==> config.mk <==
export PLATFORM = sky130hd
export DESIGN_NAME = led_pattern_sequencer_top_flat
export DESIGN_NICKNAME = d
export VERILOG_FILES = /design/src/lps_pkg.sv /design/src/lps_in_if.sv /design/src/lps_out_if.sv /design/src/led_pattern_sequencer_top.sv /design/src/lps_engine.sv /design/src/flat_wrapper.sv
export SDC_FILE = /design/constraint.sdc
export NUM_CORES = 1
export LEC_CHECK = 0
export ABC_AREA = 0
export BUFFER_PORTS_ARGS = -buffer_cell sky130_fd_sc_hd__buf_2
export CAP_MARGIN = 15
export CELL_PAD_IN_SITES_DETAIL_PLACEMENT = 2
export CELL_PAD_IN_SITES_GLOBAL_PLACEMENT = 2
export CORE_MARGIN = 1
export CORE_UTILIZATION = 39
export CTS_BUF_LIST = sky130_fd_sc_hd__clkbuf_8
export DETAILED_ROUTE_END_ITERATION = 8
export GPL_ROUTABILITY_DRIVEN = 0
export HOLD_SLACK_MARGIN = 0.05
export PLACE_DENSITY = 0.88
export SYNTH_ARGS = -nofsm -noshare
export SYNTH_HDL_FRONTEND = slang
export SYNTH_SLANG_ARGS = --single-unit
==> constraint.sdc <==
create_clock -name clk -period 4.45 [get_ports clk]
set_input_delay 0.445 -clock clk [delete_from_list [all_inputs] [get_ports clk]]
set_output_delay 0.445 -clock clk [all_outputs]
set_load 0.05 [all_outputs]
==> src/lps_pkg.sv <==
// lps_pkg: shared types and constants for the led pattern sequencer
// no dependencies; used by lps_engine, the top level and the bench
package lps_pkg;

    // item operation codes
    localparam logic OP_TICK  = 1'b0;
    localparam logic OP_WRITE = 1'b1;

    // pattern command codes (codes 6 and 7 behave as none)
    localparam logic [2:0] CMD_NONE          = 3'd0;
    localparam logic [2:0] CMD_BLINK_ONCE    = 3'd1;
    localparam logic [2:0] CMD_BLINK_TWICE   = 3'd2;
    localparam logic [2:0] CMD_FADE_IN       = 3'd3;
    localparam logic [2:0] CMD_FADE_OUT      = 3'd4;
    localparam logic [2:0] CMD_BLINK_FOREVER = 3'd5;

    // fade ramp: 128-tick pwm period, duty point starts at 127
    localparam logic [31:0] FADE_PERIOD = 32'd128;
    localparam logic [6:0]  FADE_TOP    = 7'd127;

    // blink phase length after reset
    localparam logic [15:0] PHASE_TICKS_RESET = 16'd1400;

    // input item payload
    typedef struct packed {
        logic       op;
        logic [2:0] command;
    } in_item_t;

    // result item payload
    typedef struct packed {
        logic       led_lit;
        logic [2:0] active_command;
        logic       finished;
    } out_item_t;

endpackage

==> src/lps_in_if.sv <==
// lps_in_if: valid/ready channel carrying tick and command-write items
// no dependencies
interface lps_in_if;
    logic       valid;
    logic       ready;
    logic       op;
    logic [2:0] command;

    modport source (output valid, output op, output command, input ready);
    modport sink   (input valid, input op, input command, output ready);
endinterface

==> src/lps_out_if.sv <==
// lps_out_if: valid/ready channel carrying led status items
// no dependencies
interface lps_out_if;
    logic       valid;
    logic       ready;
    logic       led_lit;
    logic [2:0] active_command;
    logic       finished;

    modport source (output valid, output led_lit, output active_command,
                    output finished, input ready);
    modport sink   (input valid, input led_lit, input active_command,
                    input finished, output ready);
endinterface

==> src/led_pattern_sequencer_top.sv <==
// led_pattern_sequencer_top: input register, pattern engine, result register
// depends on lps_pkg, lps_in_if, lps_out_if and lps_engine
//
// Command-driven LED pattern engine. Each input item is one tick or a command
// write; each gives exactly one status item (led_lit, active_command and a
// finished flag for the tick that ends a pattern). An item is taken in every
// clock cycle while the status side keeps taking results: it waits in the input
// register, the engine updates the pattern state as it moves on, and it then
// sits in the result register, so the throughput is one item per cycle under
// that condition. phase_ticks may be written only while no item is in flight.
module led_pattern_sequencer_top (
    input  logic        clk,
    input  logic        rst_n,
    lps_in_if.sink      tick_cmd,
    lps_out_if.source   status,
    input  logic        phase_ticks_we,
    input  logic [15:0] phase_ticks_wdata
);
    import lps_pkg::*;

    logic [15:0] phase_ticks_reg;
    logic        in_valid_reg;
    in_item_t    in_item_reg;
    logic        out_valid_reg;
    out_item_t   out_item_reg;
    out_item_t   result;
    logic        stage_go;
    logic        advance;

    // pipeline control: the input stage moves when the result register is free
    assign stage_go       = !out_valid_reg || status.ready;
    assign advance        = in_valid_reg && stage_go;
    assign tick_cmd.ready = !in_valid_reg || stage_go;

    // configuration register
    always_ff @(posedge clk or negedge rst_n)
    begin
        if (!rst_n)
        begin
            phase_ticks_reg <= PHASE_TICKS_RESET;
        end
        else if (phase_ticks_we)
        begin
            phase_ticks_reg <= phase_ticks_wdata;
        end
    end

    // input register
    always_ff @(posedge clk or negedge rst_n)
    begin
        if (!rst_n)
        begin
            in_valid_reg <= 1'b0;
        end
        else if (tick_cmd.ready)
        begin
            in_valid_reg <= tick_cmd.valid;
        end
    end

    always_ff @(posedge clk)
    begin
        if (tick_cmd.valid && tick_cmd.ready)
        begin
            in_item_reg.op      <= tick_cmd.op;
            in_item_reg.command <= tick_cmd.command;
        end
    end

    // pattern engine
    lps_engine u_engine (
        .clk         (clk),
        .rst_n       (rst_n),
        .phase_ticks (phase_ticks_reg),
        .item        (in_item_reg),
        .advance     (advance),
        .result      (result)
    );

    // result register
    always_ff @(posedge clk or negedge rst_n)
    begin
        if (!rst_n)
        begin
            out_valid_reg <= 1'b0;
        end
        else if (stage_go)
        begin
            out_valid_reg <= in_valid_reg;
        end
    end

    always_ff @(posedge clk)
    begin
        if (advance)
        begin
            out_item_reg <= result;
        end
    end

    assign status.valid          = out_valid_reg;
    assign status.led_lit        = out_item_reg.led_lit;
    assign status.active_command = out_item_reg.active_command;
    assign status.finished       = out_item_reg.finished;

endmodule

==> src/lps_engine.sv <==
// lps_engine: pattern state registers and the per-item next-state logic
// depends on lps_pkg
module lps_engine (
    input  logic               clk,
    input  logic               rst_n,
    input  logic [15:0]        phase_ticks,
    input  lps_pkg::in_item_t  item,
    input  logic               advance,
    output lps_pkg::out_item_t result
);
    import lps_pkg::*;

    logic [2:0]  cmd_reg, cmd_next;
    logic [6:0]  phase_reg, phase_next;
    logic [31:0] count_reg, count_next;
    logic        led_reg, led_next;
    logic        done;
    logic        count_inc;
    logic        phase_done;
    logic        lit_end;

    assign phase_done = count_reg >= {16'd0, phase_ticks};
    assign lit_end    = (cmd_reg == CMD_FADE_IN);

    // next state for one item
    always_comb
    begin
        cmd_next   = cmd_reg;
        phase_next = phase_reg;
        count_next = count_reg;
        led_next   = led_reg;
        done       = 1'b0;
        count_inc  = 1'b1;
        if (item.op == OP_WRITE)
        begin
            cmd_next  = item.command;
            count_inc = 1'b0;
        end
        else
        begin
            case (cmd_reg) inside
                CMD_BLINK_ONCE:
                begin
                    if (phase_reg == 7'd0)
                    begin
                        led_next   = 1'b1;
                        phase_next = 7'd1;
                        count_next = 32'd0;
                    end
                    else if (phase_done)
                    begin
                        led_next   = 1'b0;
                        phase_next = 7'd0;
                        cmd_next   = CMD_NONE;
                        done       = 1'b1;
                    end
                end
                CMD_BLINK_TWICE:
                begin
                    if (phase_reg == 7'd0)
                    begin
                        led_next   = 1'b1;
                        phase_next = 7'd1;
                        count_next = 32'd0;
                    end
                    else if (phase_reg <= 7'd3 && phase_done)
                    begin
                        if (phase_reg == 7'd3)
                        begin
                            led_next   = 1'b0;
                            phase_next = 7'd0;
                            cmd_next   = CMD_NONE;
                            done       = 1'b1;
                        end
                        else
                        begin
                            led_next   = (phase_reg != 7'd1);
                            phase_next = phase_reg + 7'd1;
                            count_next = 32'd0;
                        end
                    end
                end
                CMD_FADE_IN, CMD_FADE_OUT:
                begin
                    if (phase_reg == 7'd0)
                    begin
                        led_next   = ~lit_end;
                        phase_next = FADE_TOP;
                        count_next = 32'd0;
                    end
                    else if (phase_reg == 7'd1)
                    begin
                        led_next   = lit_end;
                        phase_next = 7'd0;
                        cmd_next   = CMD_NONE;
                        done       = 1'b1;
                    end
                    else if (count_reg == FADE_PERIOD)
                    begin
                        led_next   = ~lit_end;
                        count_next = 32'd0;
                        phase_next = phase_reg - 7'd1;
                    end
                    else if (count_reg == {25'd0, phase_reg})
                    begin
                        led_next = lit_end;
                    end
                end
                CMD_BLINK_FOREVER:
                begin
                    if (phase_reg == 7'd0)
                    begin
                        led_next   = 1'b1;
                        phase_next = 7'd1;
                        count_next = 32'd0;
                    end
                    else if (phase_reg == 7'd1)
                    begin
                        if (phase_done)
                        begin
                            led_next   = 1'b0;
                            phase_next = 7'd2;
                            count_next = 32'd0;
                        end
                    end
                    else if (phase_reg == 7'd2)
                    begin
                        if (phase_done)
                        begin
                            phase_next = 7'd0;
                        end
                    end
                end
                default:
                begin
                    count_inc = 1'b0;
                end
            endcase
            if (count_inc)
            begin
                count_next = count_next + 32'd1;
            end
        end
    end

    // result fields reflect the state after this item
    assign result.led_lit        = led_next;
    assign result.active_command = cmd_next;
    assign result.finished       = done;

    // state update once per processed item
    always_ff @(posedge clk or negedge rst_n)
    begin
        if (!rst_n)
        begin
            cmd_reg   <= CMD_NONE;
            phase_reg <= 7'd0;
            count_reg <= 32'd0;
            led_reg   <= 1'b0;
        end
        else if (advance)
        begin
            cmd_reg   <= cmd_next;
            phase_reg <= phase_next;
            count_reg <= count_next;
            led_reg   <= led_next;
        end
    end

    // a command write never completes a pattern
    assert property (@(posedge clk) disable iff (!rst_n)
        advance && item.op == OP_WRITE |-> !result.finished)
        else $error("finished raised on a command write");

    // a completed pattern leaves no command and phase zero
    assert property (@(posedge clk) disable iff (!rst_n)
        advance && result.finished |=> cmd_reg == CMD_NONE && phase_reg == 7'd0)
        else $error("pattern state not cleared after finish");

    // a command write keeps phase and counter
    assert property (@(posedge clk) disable iff (!rst_n)
        advance && item.op == OP_WRITE
        |=> count_reg == $past(count_reg) && phase_reg == $past(phase_reg))
        else $error("command write disturbed phase or counter");

endmodule

==> src/flat_wrapper.sv <==
// flat-port wrapper written by rule: the top's interface ports become plain ports
module led_pattern_sequencer_top_flat import lps_pkg::*;
  (clk, rst_n, phase_ticks_we, phase_ticks_wdata, tick_cmd_valid, tick_cmd_op, tick_cmd_command, tick_cmd_ready, status_valid, status_led_lit, status_active_command, status_finished, status_ready);
  lps_in_if tick_cmd_i ();
  lps_out_if status_i ();
  input  logic clk;
  input  logic rst_n;
  input  logic phase_ticks_we;
  input  logic [15:0] phase_ticks_wdata;
  input wire logic [$bits(tick_cmd_i.valid)-1:0] tick_cmd_valid;
  input wire logic [$bits(tick_cmd_i.op)-1:0] tick_cmd_op;
  input wire logic [$bits(tick_cmd_i.command)-1:0] tick_cmd_command;
  output wire logic [$bits(tick_cmd_i.ready)-1:0] tick_cmd_ready;
  output wire logic [$bits(status_i.valid)-1:0] status_valid;
  output wire logic [$bits(status_i.led_lit)-1:0] status_led_lit;
  output wire logic [$bits(status_i.active_command)-1:0] status_active_command;
  output wire logic [$bits(status_i.finished)-1:0] status_finished;
  input wire logic [$bits(status_i.ready)-1:0] status_ready;
  assign tick_cmd_i.valid = tick_cmd_valid;
  assign tick_cmd_i.op = tick_cmd_op;
  assign tick_cmd_i.command = tick_cmd_command;
  assign tick_cmd_ready = tick_cmd_i.ready;
  assign status_valid = status_i.valid;
  assign status_led_lit = status_i.led_lit;
  assign status_active_command = status_i.active_command;
  assign status_finished = status_i.finished;
  assign status_i.ready = status_ready;
  led_pattern_sequencer_top u_core (.clk(clk), .rst_n(rst_n), .tick_cmd(tick_cmd_i), .status(status_i), .phase_ticks_we(phase_ticks_we), .phase_ticks_wdata(phase_ticks_wdata));
endmodule
==> summary.txt, run 1 <==
Global routing
  – Vias in the first global route: roughly 5.4k
  – First-pass GRT wire length: roughly 29000 um
  – Global route overflow: 0
  – Initial antenna violation count: 0
  – Largest net degree at the start of global routing: slightly above 60
  – Total GRT Usage: 0.280

Critical path
  – Origin of the critical flop-to-flop path: u_core.u_engine.count_reg[16]
  – Worst R2R Setup Slack: roughly 0.35 ns
  – Critical path class: reg -> reg
  – Worst reg2reg endpoint: u_core.u_engine.count_reg[28]
  – WP data arrival: 4.41 ns
  – Crit-path most repeated cell: nand3_1
  – Crit end category: register
  – Critical path launch point type: register
  – Cell family with most CP delay: simple AND/OR/NAND/NOR gates
  – Crit Path Max Fanout: 11
  – Largest stage delay, worst path: 0.57 ns
  – CP Buf/Inv Count: 0
  – Reg2Reg Depth: 11
  – Worst Path Required: approximately 4.8 ns
  – Crit path cell chain: nor4_1 -> nand4_1 -> nor3_2 -> and3_1 -> a21o_1 -> and2_1 -> ha_1 -> nand3_1 -> a211o_1 -> or4b_1 -> nand3_1
  – Worst path slowest cell: or4b_1

Job
  – Number of max-cap violations: 0

Yosys
  – Top_reg_cell synth: dfrtp_1
  – Post-synthesis register bit count: 70
  – Cell area after synthesis: between 5000 and 6000 um2
  – Yosys warns: 0
  – Post-synth top area share: 0.273
  – Mux contribution to synthesized area: 0.0141
  – XOR/XNOR Fraction of Synth Area: 0.0174
  – Synth Net Count: between 600 and 700
  – Post-Syn Instances: a little over 600
  – Syn_area_per_cell: between 8 and 9 um2
  – Post-synth top area cell: dfrtp_1
  – Asr flop ratio synth: 0.871
  – Largest family of logic cells by synthesized area: simple AND/OR/NAND/NOR gates
  – Sequential fraction of the synthesis area: 0.358
  – Synth top area cells: dfrtp_1 27%, nand2_1 7.3%, ha_1 5.5%
  – Post-synth EDFFs: 9
  – Adder-cell area share of the yosys netlist: 0.0546
  – Post-synthesis simple-gate area fraction: 0.254
  – Synth Area in Compound Gates: 0.245
  – Count of unique library cells instantiated by Yosys: 78

Die
  – Die area: approximately 13000 um2
  – Core region area: ~13000 um2
  – # IOs: 32
  – Rows: 41
  – Chip Width: around 120 um
  – Die Height: 116 um
  – Initial core utilization: 0.399

Drt
  – WL met2: around 9000 um
  – Met1 wire length: roughly 8100 um
  – Vias: about 5k
  – Met3 wire len: 541 um
  – DRC: 0
  – Iter 0 DRT Violations: between 200 and 300
  – Post-route ant nets: 0
  – DRT Pass-1 Iters: 4
  – Final WL: around 18000 um
  – Vias per cell: roughly 6.3
  – Uppermost layer routed: met4
  – Wirelength per Cell: ~22 um

Cells and area
  – Fraction of layout cells with a size suffix above 1: 0.122
  – Area of the multi-input gates: 2950 um2
  – Register area: roughly 1800 um2
  – Commonest non-fill, non-tap cell in the layout: nand2_1
  – Fin util: 0.435
  – Fill cells: around 1.4k
  – Layout Area Growth over Synthesis: 8.86%
  – Final #Nets: 666
  – Max reg flops: 32
  – Ant. Diodes: 0
  – Commonest cells after routing, fill and taps aside: 98 x nand2_1, 55 x dfrtp_1, 44 x a21oi_1

Timing
  – Worst Skew: 0.0233 ns
  – Fin Hold WS: 0.239 ns
  – Setup TNS: 0 ns
  – Hold Violations, Final: 0
  – RSZ-0062 raised after global routing: false
  – Setup Viol. Count Final: 0
  – Worst slew margin: 0.432
  – Slew Viols, Final: 0
  – Post-layout minimum cycle time: ~4 ns
  – Slew @ Worst Pin: 0.848 ns
  – Fmax: ~240 MHz
  – Fin crit share: 0.921

Clock tree
  – Cts-stage hold buffer count: 0
  – Longest Clk Path Bufs: 2
  – # clock sinks: 70
  – Worst skew pair latency: approximately 0.38 ns
  – H-tree depth: 3
  – Cts bufs inserted: 9
  – CTS root buf: clkbuf_8
  – Post-CTS Setup Bufs: 0
  – TritonCTS clock tree: built
  – Clock slew at reported path FFs: approximately 0.1 ns
  – Post-CTS Resized: 0

Min path
  – Worst Hold Class: in -> async

Power
  – Power share of the clock group: 0.158
  – LEAKAGE: ~2.2 nW
  – Net load switching power: 1.76 mW
  – Flop pwr share: 0.300
  – Net Sw Frac: 0.507
  – Int Power: between 1.5 and 2 mW
  – Worst-case vdd ir drop: roughly 0.00024 V
  – Pwr Density: 632 nW/um2
  – Logic gate share of total power: 0.542

Placement
  – PortBufs: 31
  – Hpwl dp: roughly 12000 um

Status
  – Outcome: completed
[cell type report]
class                      count  area share
multi-input combinational    471       0.538
sequential                    70       0.329
timing repair buffer          39      0.0392
tap                          172      0.0392
clock buffer                  10      0.0251
inverter                      28      0.0192
clock inverter                 5      0.0107
[synthesized netlist by cell type (3+ instances only)]
master and count:
nand3b_1 6, or3_1 6, o211ai_1 18, a211o_1 5
a22o_1 5, buf_2 14, edfxtp_1 9, dfstp_2 6
xnor2_1 6, a211oi_1 3, nand4_1 23, nand2b_1 4
nand3_1 22, or4_1 4, and2_1 7, a31oi_1 10
o311ai_0 8, nor2_1 30, o21ai_0 33, o311ai_1 5
xor2_1 4, a21oi_1 44, nor2b_1 3, a32oi_1 4
and4_1 5, clkbuf_1 20, dfrtp_1 55, ha_1 22
nand2_1 98, a21o_1 4, nor3_1 11, mux2i_1 6
o31ai_1 6, nor4_1 9, inv_1 28, and3_1 11
[per-stage QoR]
step | cells | area (um2) | total power, mW | worst slack [ns]
after floorplan | 608 | 5040 | 2.33 | 1.18
after global placement | 780 | 5290 | 2.75 | 0.753
after detailed placement | 780 | 5290 | 2.87 | 0.441
after CTS | 795 | 5490 | 3.46 | 0.395
after global routing | 795 | 5490 | 3.71 | 0.0661
final | 795 | 5490 | 3.47 | 0.351
[metal layers]
| metal | up-vias | track usage |
|---|---|---|
| li1 | 2306 | - |
| met1 | 2565 | 0.354 |
| met2 | 86 | 0.486 |
| met3 | 20 | 0.0502 |
| met4 | 0 | 0.0821 |
| met5 | - | 0 |
[worst register-to-register path: stages (launching register included)]
cell     delay, ns
dfrtp_1       0.51
nor4_1        0.33
nand4_1       0.39
nor3_2        0.37
and3_1        0.49
a21o_1        0.22
and2_1        0.16
ha_1          0.19
nand3_1       0.23
a211o_1       0.48
or4b_1        0.57
nand3_1       0.10
[cell families (layout without fill, tap and decap cells)]
logic type               after synthesis  in the layout
buffers and inverters                 67             82
AND/OR/NAND/NOR                      252            252
XOR/XNOR                              10             10
adder cells (fa/ha/maj)               22             22
flip-flops                            70             70
multiplexers                           7              7
AO/OA/AOI/OAI                        180            180
[power by group through the flow]
stage / combinational [mW] / sequential, mW / clock (mW)
floorplan: 1.42 / 0.918 / 0
global placement: 1.72 / 1.03 / 0
detailed placement: 1.83 / 1.05 / 0
CTS: 1.86 / 1.04 / 0.561
global route: 2.06 / 1.07 / 0.582
finish: 1.88 / 1.04 / 0.549
[how the worst max path moves through the flow]
stage,from,endpoint,slack (ns),depth (start not counted)
floorplan,u_core.u_engine.count_reg[13],u_core.u_engine.count_reg[24],1.18,14
global placement,u_core.u_engine.count_reg[30],u_core.u_engine.count_reg[28],0.75,11
detailed placement,u_core.u_engine.count_reg[30],u_core.u_engine.count_reg[28],0.44,11
CTS,u_core.u_engine.count_reg[30],u_core.u_engine.count_reg[28],0.40,11
global route,u_core.u_engine.count_reg[30],u_core.u_engine.count_reg[28],0.07,11
finish,u_core.u_engine.count_reg[16],u_core.u_engine.count_reg[28],0.35,11
Note: power is estimated with default switching activity, not from simulation.
==> inputs of run 2 (changes only) <==
Settings changed: CORE_UTILIZATION 39 to 40, HOLD_SLACK_MARGIN 0.05 to 0.1, SYNTH_HIERARCHICAL from default to 1.
==> run 2 against run 1 <==
- die area rose by 1.3%
- utilization rose by 2.0 points
- sequential cell count did not move
- hold slack got worse by 0.019 ns
- area after synthesis rose by 3.9%
- cell count fell by 0.75%
- first-iteration DRC count rose by 35%
- power rose by 2.1%
- maximum frequency fell by 3.6%
==> summary.txt, run 2 <==
Clock tree
  – Clock slew at reported path FFs: 0.09 ns (about the same)
  – Longest Clk Path Bufs: 2 (unchanged)
  – Cts bufs inserted: 9 (unchanged)
  – H-tree depth: 3 (unchanged)
  – Post-CTS Setup Bufs: 0 (unchanged)
  – # clock sinks: 70 (unchanged)
  – Post-CTS Resized: 0 (unchanged)
  – Cts-stage hold buffer count: 0 (unchanged)
  – TritonCTS clock tree: built
  – CTS root buf: clkbuf_8
  – Worst skew pair latency: 0.40 ns (+0.02 ns)

Timing
  – Slew @ Worst Pin: 1.01 ns (+0.162 ns)
  – Fin crit share: 0.956 (+0.0348)
  – Setup TNS: 0 ns (unchanged)
  – Setup Viol. Count Final: 0 (unchanged)
  – Slew Viols, Final: 0 (unchanged)
  – Fmax: 235 MHz (-3.6%)
  – Post-layout minimum cycle time: 4.25 ns (+0.155 ns)
  – Hold Violations, Final: 0 (unchanged)
  – Worst slew margin: 0.317 (-0.115)
  – Worst Skew: 0.0222 ns (-0.00113 ns)
  – RSZ-0062 raised after global routing: false

Power
  – Pwr Density: 614 nW/um2 (-2.8%)
  – LEAKAGE: 2.31 nW (+6.2%)
  – Worst-case vdd ir drop: 0.000336 V (+40%)

Global routing
  – Vias in the first global route: 6075 (+14%)
  – Global route overflow: 0 (unchanged)
  – Total GRT Usage: 0.361 (+0.0813)
  – Initial antenna violation count: 0 (unchanged)
  – Largest net degree at the start of global routing: 62 (unchanged)
  – First-pass GRT wire length: 35800 um (+25%)

Drt
  – Post-route ant nets: 0 (unchanged)
  – DRT Pass-1 Iters: 5 (+1)
  – Wirelength per Cell: 28.9 um (+30%)
  – DRC: 0 (unchanged)
  – Vias: 5428 (+9.1%)
  – Vias per cell: 6.88 (+9.9%)
  – Final WL: 22800 um (+29%)
  – Iter 0 DRT Violations: 342 (+35%)

Die
  – # IOs: 32 (unchanged)
  – Die area: 13600 um2 (+1.3%)
  – Initial core utilization: 0.413 (+0.0138)
  – Core region area: 12700 um2 (+0.41%)
  – Die Height: 116 um (+0.63%)
  – Rows: 41 (unchanged)
  – Chip Width: 116 um (+0.63%)

Cells and area
  – Ant. Diodes: 0 (unchanged)
  – Max reg flops: 32 (unchanged)
  – Area of the multi-input gates: 3140 um2 (+6.5%)
  – Register area: 1810 um2 (about the same)
  – Fraction of layout cells with a size suffix above 1: 0.183 (+0.0612)
  – Final #Nets: 659 (-1.1%)
  – Fill cells: 1396 (-3.0%)
  – Layout Area Growth over Synthesis: 10.1%
  – Fin util: 0.455 (+0.0202)
  – Commonest non-fill, non-tap cell in the layout: nand2_1
  – Commonest cells after routing, fill and taps aside: 63 x nand2_1, 54 x dfrtp_1, 39 x nand3_1
  – Cell area after layout: 5770 um2 (+5.1%)

Critical path
  – Reg2Reg Depth: 15 (+4)
  – Critical path launch point type: register
  – Worst R2R Setup Slack: 0.20 ns (-0.15 ns)
  – Critical path class: reg -> reg
  – Crit Path Max Fanout: 8 (-3)
  – Crit end category: register
  – Origin of the critical flop-to-flop path: u_core/u_engine/count_reg[13]
  – WP data arrival: 4.54 ns (+0.13 ns)
  – Worst reg2reg endpoint: u_core/u_engine/count_reg[26]
  – Worst Path Required: 4.74 ns (-0.02 ns)

Status
  – Outcome: completed

Job
  – Number of max-cap violations: 0 (unchanged)

Yosys
  – Post-synth top area share: 0.263 (-0.0102)
  – Count leader, synth: nand2_1
  – Count of unique library cells instantiated by Yosys: 83 (+6.4%)
  – Post-synth EDFFs: 9 (unchanged)
  – Post-synthesis register bit count: 70 (unchanged)
  – Syn_area_per_cell: 8.89 um2 (+7.2%)
  – Cell area after synthesis: 5240 um2 (+3.9%)
  – Sequential fraction of the synthesis area: 0.345 (-0.0133)
  – Commonest cells in the netlist: 63 x nand2_1, 55 x dfrtp_1, 40 x nand3_1
  – Post-Syn Instances: 589 (-3.1%)
  – Synth Net Count: 636 (-2.9%)
  – Top_reg_cell synth: dfrtp_1
  – Synth top area cells: dfrtp_1 26%, ha_1 5.3%, edfxtp_1 5.2%
  – Asr flop ratio synth: 0.871 (unchanged)
  – Yosys warns: 6 (+6)
  – Post-synth top area cell: dfrtp_1

Min path
  – Worst Hold Class: in -> async

Placement
  – Hpwl dp: 14700 um (+18%)
  – Placed Area: 5520 um2 (+4.3%)
  – PortBufs: 31 (unchanged)
## run 2: cell types whose count changed after synthesis, sizes merged, moves of 6 or more
cell	change
mux2	+20
a21oi	-15
nand3	+18
o21ai	-6
nand4	-7
o311ai	-10
nand2	-35
## run 2: cell type report
| class | instances | area share |
|---|---|---|
| Clock buffer | 9 | 0.0215 |
| Clock inverter | 7 | 0.0182 |
| Inverter | 28 | 0.0182 |
| Multi-Input combinational cell | 457 | 0.545 |
| Sequential cell | 70 | 0.313 |
| Tap cell | 172 | 0.0373 |
| Timing Repair Buffer | 46 | 0.0464 |
## run 2: worst max-delay path by stage
| stage | slack, ns | cells past startpoint | start | to |
|---|---|---|---|---|
| final | 0.20 | 15 | u_core/u_engine/count_reg[13] | u_core/u_engine/count_reg[26] |
| after global routing | 0.03 | 15 | u_core/u_engine/count_reg[13] | u_core/u_engine/count_reg[26] |
| after CTS | 0.001 | 14 | u_core/u_engine/count_reg[27] | u_core/u_engine/count_reg[26] |
| after detailed placement | 0.35 | 14 | u_core/u_engine/count_reg[27] | u_core/u_engine/count_reg[26] |
| after global placement | 0.61 | 14 | u_core/u_engine/count_reg[27] | u_core/u_engine/count_reg[26] |
| after floorplan | 0.53 | 17 | u_core/u_engine/count_reg[17] | u_core/u_engine/count_reg[26] |
## run 2: per-layer routing
| metal | GRT usage | vias to the layer above | part of all wire | routed length (um) |
|---|---|---|---|---|
| li1 | - | 2279 | - | - |
| met1 | 0.405 | 2757 | 0.37 | 8540 |
| met2 | 0.628 | 274 | 0.50 | 11500 |
| met3 | 0.0592 | 118 | 0.060 | 1370 |
| met4 | 0.247 | 0 | 0.064 | 1460 |
| met5 | 0 | - | 0 | 0 |
## run 2: power by group
group / internal [mW] / switching [mW]
Combinational: 0.610 / 1.20
Sequential: 0.785 / 0.277
Clock: 0.366 / 0.304
Total: 1.76 / 1.78
## run 2: kinds of logic after synthesis
group,synth area share
and+or+nand+nor,0.260
AOI/OAI and AO/OA,0.213
DFF,0.345
buffers and inverters,0.0588
muxes,0.0581
adders and majority gates,0.0526
xor gates and xnor gates,0.0134
## run 2: metrics by stage
step / power [mW] / hold WS [ns] / setup slack [ns] / cells
after global placement: 2.56 / 0.455 / 0.609 / 773
after detailed placement: 2.73 / 0.500 / 0.345 / 773
after floorplan: 2.15 / 0.149 / 0.534 / 589
final: 3.54 / 0.220 / 0.196 / 789
after global routing: 3.68 / 0.230 / 0.0308 / 789
after CTS: 3.48 / 0.221 / 0.00142 / 789
## run 2: critical path, stage by stage, from the launching register on
cell and delay (ns):
dfrtp_1 0.50, ha_1 0.37, a21oi_1 0.19, nor2_1 0.09, a2111oi_4 0.36, and4_1 0.29
o21ai_1 0.21, nor2_1 0.20, ha_1 0.25, and2_1 0.16, and3_2 0.27, nand3_2 0.17
nor3_1 0.22, nand3_1 0.13, or4b_2 0.63, o21ai_0 0.11
